$ cat src/mobl_pkg.sv
// Package: command codes, item and result types for the multicart outer bank latch.
`default_nettype none
package mobl_pkg;

	typedef enum logic [1:0] {
		CMD_WRITE   = 2'd0,
		CMD_PRG_XLT = 2'd1,
		CMD_CHR_XLT = 2'd2,
		CMD_UNUSED  = 2'd3
	} mobl_cmd_t;

	localparam logic [3:0]  OUTER_WIN_HI  = 4'h5;
	localparam logic [5:0]  PRG_MASK_RST  = 6'h3F;
	localparam logic [7:0]  CHR_MASK_RST  = 8'hFF;
	localparam int          LOCK_BIT      = 7;
	localparam int          HIGH_BIT      = 6;

	typedef struct packed {
		logic [1:0]  cmd;
		logic [15:0] address;
		logic [7:0]  data;
	} mobl_req_t;

	typedef struct packed {
		logic [12:0] bank;
		logic        forward_inner;
		logic        prg_refresh;
		logic        chr_refresh;
	} mobl_res_t;

	typedef struct packed {
		logic       locked;
		logic [1:0] phase;
	} mobl_status_t;

endpackage
`default_nettype wire

$ cat src/multicart_outer_bank_latch.sv
// Top level: request register, outer bank core and result register.
// One request is accepted per cycle while the pipeline is not stalled. The
// request register feeds the outer register update and bank composition; when
// the result stage can advance, the outer registers update and the result
// register loads at the same edge. Sustained rate is one request per clock
// while res_ready stays high. A stalled result holds the request register, and
// req_ready drops only when both stages are full. Writes in 0x5000-0x5FFF cycle
// through four outer registers until the lock bit of the fourth is set; writes
// at 0x8000 and up are flagged for the inner core.
`default_nettype none
module multicart_outer_bank_latch (
	input  wire         clk,
	input  wire         arst_n,
	input  wire         req_valid,
	output logic        req_ready,
	input  wire  [1:0]  cmd,
	input  wire  [15:0] address,
	input  wire  [7:0]  data,
	output logic        res_valid,
	input  wire         res_ready,
	output logic [12:0] bank,
	output logic        forward_inner,
	output logic        prg_refresh,
	output logic        chr_refresh
);
	import mobl_pkg::*;

	logic         valid_s1;
	mobl_req_t    req_s1;
	logic         valid_s2;
	mobl_res_t    res_s2;
	mobl_res_t    res_c;
	mobl_status_t status;
	logic         adv_s2;
	logic         fire_s1;

	assign adv_s2    = !valid_s2 || res_ready;
	assign fire_s1   = valid_s1 && adv_s2;
	assign req_ready = !valid_s1 || adv_s2;

	always_ff @(posedge clk or negedge arst_n) begin
		if (!arst_n) begin
			valid_s1 <= 1'b0;
			valid_s2 <= 1'b0;
		end else begin
			if (req_ready) valid_s1 <= req_valid;
			if (adv_s2) valid_s2 <= valid_s1;
		end
	end

	always_ff @(posedge clk) begin
		if (req_valid && req_ready) begin
			req_s1.cmd     <= cmd;
			req_s1.address <= address;
			req_s1.data    <= data;
		end
		if (fire_s1) res_s2 <= res_c;
	end

	mobl_core u_core (
		.clk    (clk),
		.arst_n (arst_n),
		.fire   (fire_s1),
		.req    (req_s1),
		.res    (res_c),
		.status (status)
	);

	assign res_valid     = valid_s2;
	assign bank          = res_s2.bank;
	assign forward_inner = res_s2.forward_inner;
	assign prg_refresh   = res_s2.prg_refresh;
	assign chr_refresh   = res_s2.chr_refresh;

	a_lock_sticky: assert property (@(posedge clk) disable iff (!arst_n)
		status.locked |=> status.locked)
		else $error("outer lock bit cleared");

	a_locked_phase: assert property (@(posedge clk) disable iff (!arst_n)
		status.locked |=> $stable(status.phase))
		else $error("phase advanced while locked");

	a_fwd_excl: assert property (@(posedge clk) disable iff (!arst_n)
		(res_valid && forward_inner) |-> (!prg_refresh && !chr_refresh && bank == 13'd0))
		else $error("forwarded write carries refresh or bank");

	a_ready: assert property (@(posedge clk) disable iff (!arst_n)
		(!res_valid || res_ready) |-> req_ready)
		else $error("request stalled with free result slot");

endmodule
`default_nettype wire

$ cat src/mobl_core.sv
// Outer register file, write decode and bank composition for one request.
`default_nettype none
module mobl_core (
	input  wire                    clk,
	input  wire                    arst_n,
	input  wire                    fire,
	input  mobl_pkg::mobl_req_t    req,
	output mobl_pkg::mobl_res_t    res,
	output mobl_pkg::mobl_status_t status
);
	import mobl_pkg::*;

	logic [1:0]  phase_q;
	logic [7:0]  lock_q;
	logic [8:0]  prg_base_q;
	logic [5:0]  prg_mask_q;
	logic [12:0] chr_base_q;
	logic [7:0]  chr_mask_q;

	logic        outer_wr;
	logic        hit;
	logic [3:0]  sh;

	always_comb begin
		hit      = (req.address[15:12] == OUTER_WIN_HI);
		outer_wr = (mobl_cmd_t'(req.cmd) == CMD_WRITE) && hit && !lock_q[LOCK_BIT];
		sh       = ~req.data[3:0];
		res      = '0;
		case (mobl_cmd_t'(req.cmd))
			CMD_WRITE: begin
				res.forward_inner = req.address[15];
				if (outer_wr) begin
					res.chr_refresh = (phase_q != 2'd1);
					res.prg_refresh = phase_q[0];
				end
			end
			CMD_PRG_XLT: begin
				res.bank = {4'd0, prg_base_q | {3'd0, req.data[5:0] & prg_mask_q}};
			end
			CMD_CHR_XLT: begin
				res.bank = chr_base_q | {5'd0, req.data & chr_mask_q};
			end
			default: begin
				res = '0;
			end
		endcase
		status.locked = lock_q[LOCK_BIT];
		status.phase  = phase_q;
	end

	always_ff @(posedge clk or negedge arst_n) begin
		if (!arst_n) begin
			phase_q    <= '0;
			lock_q     <= '0;
			prg_base_q <= '0;
			prg_mask_q <= PRG_MASK_RST;
			chr_base_q <= '0;
			chr_mask_q <= CHR_MASK_RST;
		end else if (fire && outer_wr) begin
			phase_q <= phase_q + 2'd1;
			case (phase_q)
				2'd0: chr_base_q[7:0] <= req.data;
				2'd1: prg_base_q[7:0] <= req.data;
				2'd2: begin
					chr_base_q[11:8] <= req.data[7:4];
					chr_mask_q       <= CHR_MASK_RST >> sh;
				end
				default: begin
					chr_base_q[12] <= req.data[HIGH_BIT];
					prg_base_q[8]  <= req.data[HIGH_BIT];
					prg_mask_q     <= ~req.data[5:0];
					lock_q         <= req.data;
				end
			endcase
		end
	end

endmodule
`default_nettype wire

$ cat config.mk
export PLATFORM = sky130hd
export DESIGN_NAME = multicart_outer_bank_latch
export DESIGN_NICKNAME = d
export VERILOG_FILES = /design/src/mobl_pkg.sv /design/src/multicart_outer_bank_latch.sv /design/src/mobl_core.sv
export SDC_FILE = /design/constraint.sdc
export NUM_CORES = 1
export LEC_CHECK = 0
export BUFFER_PORTS_ARGS = -buffer_cell sky130_fd_sc_hd__buf_2
export CAP_MARGIN = 20
export CORE_MARGIN = 2
export CORE_UTILIZATION = 35
export CTS_CLUSTER_DIAMETER = 120
export DETAILED_ROUTE_END_ITERATION = 12
export GPL_TIMING_DRIVEN = 1
export SLEW_MARGIN = 20
export SYNTH_ARGS = -nofsm -noshare
export SYNTH_HDL_FRONTEND = slang
export SYNTH_SLANG_ARGS = --single-unit
$ cat constraint.sdc
create_clock -name clk -period 4.4 [get_ports clk]
set_input_delay 0.88 -clock clk [delete_from_list [all_inputs] [get_ports clk]]
set_output_delay 0.88 -clock clk [all_outputs]
set_load 0.05 [all_outputs]
==> metrics <==
cells taking the most area after synthesis=sky130_fd_sc_hd__edfxtp_1 (31%), sky130_fd_sc_hd__dfrtp_1 (22%), sky130_fd_sc_hd__dfstp_2 (12%), sky130_fd_sc_hd__mux2_2 (7.3%), sky130_fd_sc_hd__a21o_1 (3.6%); share of layout cells above drive strength 1=39.0%; Synthesis Warnings=0; Diodes inserted=0; pin count of the biggest net entering global routing=41; DRC viols=0; worst voltage drop across the vdd grid=0.000169 V; final critical-path required period=2.27 ns; Sink Count=70; met1 layer wirelength in the final routing=2280 um; number of H-tree branching levels=3; sort of element at the start of the critical path=input pin; width of the chip=95.8 um; required time worst endpoint=3.52 ns; crit-path cells=buf_2 > nand3b_1 > buf_2; Area growth, synth to finish=14.6%; number of buffers on the longest clock path=2; Post-Route Skew=0.00798 ns; post-route worst hold slack=0.469 ns; final std cell area, no fill=3380 um2; clock-pin slew on the worst setup and hold paths=0.07 ns; transition time at the pin with the least slew margin=0.899 ns; commonest cells after routing, fill and taps aside=sky130_fd_sc_hd__buf_2 (35), sky130_fd_sc_hd__edfxtp_1 (30), sky130_fd_sc_hd__dfrtp_1 (26); TritonCTS buffer count=9; start point of the worst min-delay path=u_core.chr_mask_q[7]; final count of pins violating max slew=0; weighted congestion reported at the end of routability-driven placement=0.719; unrepaired setup endpoints after global routing=no; clock insertion delay at the later pin of the skew report=0.34 ns; via count of the routed design=1623; start point of the critical path=res_ready; leakage power=1.68 nW; Starting Density=36.1%; status=finished, final reports clean; maximum operating frequency=0.440 GHz; per-cell via count in the routed design=4.69; Total Routing Usage GR=12.7%; post-cts repair resize count=0; met2 routed WL=2550 um; Post-CTS Repair Setup Buffers=0; Unique masters post-synth=31; average instance area after synthesis=14.9 um2; total length of routed met3 wires=220 um; area of the mapped netlist=2950 um2; post-route clock period utilization=51.6%; Worst Setup End Kind=primary output; critical path type=in -> out; die boundary height=95.8 um; source of the worst register-to-register timing path=req_s1[24]; number of nets with antenna violations after detailed routing=0; total power divided by cell area=406 nW/um2; share of Yosys cell area claimed by the top area cell type=30.6%; longest individual stage delay on the worst path=0.23 ns; area of the die=9170 um2; leading area contributor after synthesis=sky130_fd_sc_hd__edfxtp_1; CP Data Arrival Time=1.39 ns; Post-Route Utilization=41.3%; aggregate negative setup slack=0 ns; I/O Pins=48; CTS tree=yes; worst max-slew margin expressed relative to the limit=40.0%; grt ovf=0; Final Setup Violations=0; sequential-to-total area share from yosys stat=65.1%; syn_nets=235; area of placed instances=3210 um2; Power Total=0.00137 W; vias in the first global route=1649; top layer used by detailed routing=met4; Detailed Routing Iterations Pass 1=4; average routed wire per standard cell=14.7 um; Hold Buf Count CTS=0; number of max-capacitance violations reported=0; Fillers=792; flop and latch count out of synthesis=70; violation count after the first detailed-route iteration=95; count of input and output buffers=35; Hold Fails Final Rpt=0; initial antenna violation count=0; row cnt=33; Worst Hold Class=reg -> reg; Worst Path Max Fanout=3; half-perimeter wire length of the detailed placement result=3190 um; Top cell by count, worst path=sky130_fd_sc_hd__buf_2; Slowest cell on crit path=sky130_fd_sc_hd__buf_2; gate count of the mapped netlist=198; nets=273; commonest non-fill, non-tap cell in the layout=sky130_fd_sc_hd__buf_2; buffer cell driving the clock tree root=sky130_fd_sc_hd__clkbuf_8; core area=8180 um2; wire length after detailed routing=5100 um; global-route wire length before repair=8280 um
## registers in the layout, indices dropped and copies added, names as in the netlist
signal and flops:
bank 13, u_core.prg_base_q 8, u_core.lock_q 2, u_core.chr_mask_q 8, chr_refresh 1, res_valid 1
u_core.phase_q 2, forward_inner 1, u_core.prg_mask_q 6, valid_s1 1, u_core.chr_base_q 12, prg_refresh 1
req_s1 14
## metrics by stage
stage | setup WS, ns | instances
finish | 2.13 | 346
global route | 2.11 | 346
floorplan | 2.16 | 198
detailed placement | 2.08 | 330
global placement | 2.13 | 330
CTS | 2.13 | 346
## area by class of cell
cell class / instances / area, um2 / area share, %
flip-flops and latches: 70 / 1920 / 56.8
multi-input cells: 107 / 935 / 27.7
repair buffers: 35 / 175 / 5.18
clock buffers: 12 / 145 / 4.29
well taps: 105 / 131 / 3.89
inverters: 13 / 48.8 / 1.44
clock inverters: 4 / 25.0 / 0.740
## report_power, final
group	leakage [nW]	total, W	internal, W	switching (W)
Sequential	0.789	0.000764	0.000736	0.0000272
Combinational	0.809	0.000156	0.0000541	0.000102
Clock	0.0824	0.000452	0.000218	0.000234
## Yosys cell counts
| cell type | number |
|---|---|
| sky130_fd_sc_hd__edfxtp_1 | 30 |
| sky130_fd_sc_hd__dfstp_2 | 14 |
| sky130_fd_sc_hd__and4bb_1 | 1 |
| sky130_fd_sc_hd__nor2_1 | 2 |
| sky130_fd_sc_hd__buf_6 | 2 |
| sky130_fd_sc_hd__o211ai_1 | 1 |
| sky130_fd_sc_hd__a21bo_2 | 1 |
| sky130_fd_sc_hd__a31o_2 | 1 |
| sky130_fd_sc_hd__nor2b_1 | 11 |
| sky130_fd_sc_hd__a21o_1 | 14 |
| sky130_fd_sc_hd__and3_1 | 1 |
| sky130_fd_sc_hd__and2_1 | 7 |
| sky130_fd_sc_hd__clkbuf_1 | 6 |
| sky130_fd_sc_hd__ha_1 | 7 |
| sky130_fd_sc_hd__nand4_1 | 1 |
| sky130_fd_sc_hd__nand2b_1 | 3 |
| sky130_fd_sc_hd__mux2i_1 | 9 |
| sky130_fd_sc_hd__a21oi_1 | 1 |
| sky130_fd_sc_hd__and4_1 | 1 |
| sky130_fd_sc_hd__nand2_4 | 1 |
| sky130_fd_sc_hd__xnor2_1 | 1 |
| sky130_fd_sc_hd__a22oi_1 | 9 |
| sky130_fd_sc_hd__o31a_1 | 1 |
| sky130_fd_sc_hd__o21ai_0 | 2 |
| sky130_fd_sc_hd__inv_1 | 13 |
| sky130_fd_sc_hd__nand2_2 | 3 |
| sky130_fd_sc_hd__dfrtp_1 | 26 |
| sky130_fd_sc_hd__mux2_2 | 19 |
| sky130_fd_sc_hd__nand2_1 | 3 |
| sky130_fd_sc_hd__mux2_4 | 6 |
| sky130_fd_sc_hd__nand3b_1 | 1 |
## worst paths after layout
| kind | end | slack (ns) | cells past startpoint |
|---|---|---|---|
| max | req_ready | 2.13 | 3 |
| min | u_core.chr_mask_q[7] | 0.47 | 2 |
| max reg2reg | u_core.lock_q[6] | 2.33 | 6 |
| min reg2reg | u_core.chr_mask_q[7] | 0.47 | 2 |
| max in group asynchronous | u_core.prg_base_q[4] | 3.17 | 1 |
| min in group asynchronous | valid_s1 | 0.66 | 1 |
## metal layers
metal / GRT usage, % / up-vias
met1: 16.0 / 802
met5: 0 / -
met4: 5.71 / 0
met2: 20.2 / 32
met3: 3.76 / 7
li1: - / 782
## worst max-delay path: cells and delay by family
kind	cells	cell delay, ns
simple gates	1	0.18
buf+inv	2	0.33
## kinds of logic (layout without fill, tap and decap cells)
family	Yosys count	count (layout)	synth area share (%)
adders and majority gates	7	7	2.97
muxes	34	34	13.4
AOI/OAI and AO/OA	30	30	7.56
and+or+nand+nor	35	35	7.51
buffers and inverters	21	64	3.18
DFF	70	70	65.1
xor gates and xnor gates	1	1	0.297
Note: power is estimated with default switching activity, not from simulation.
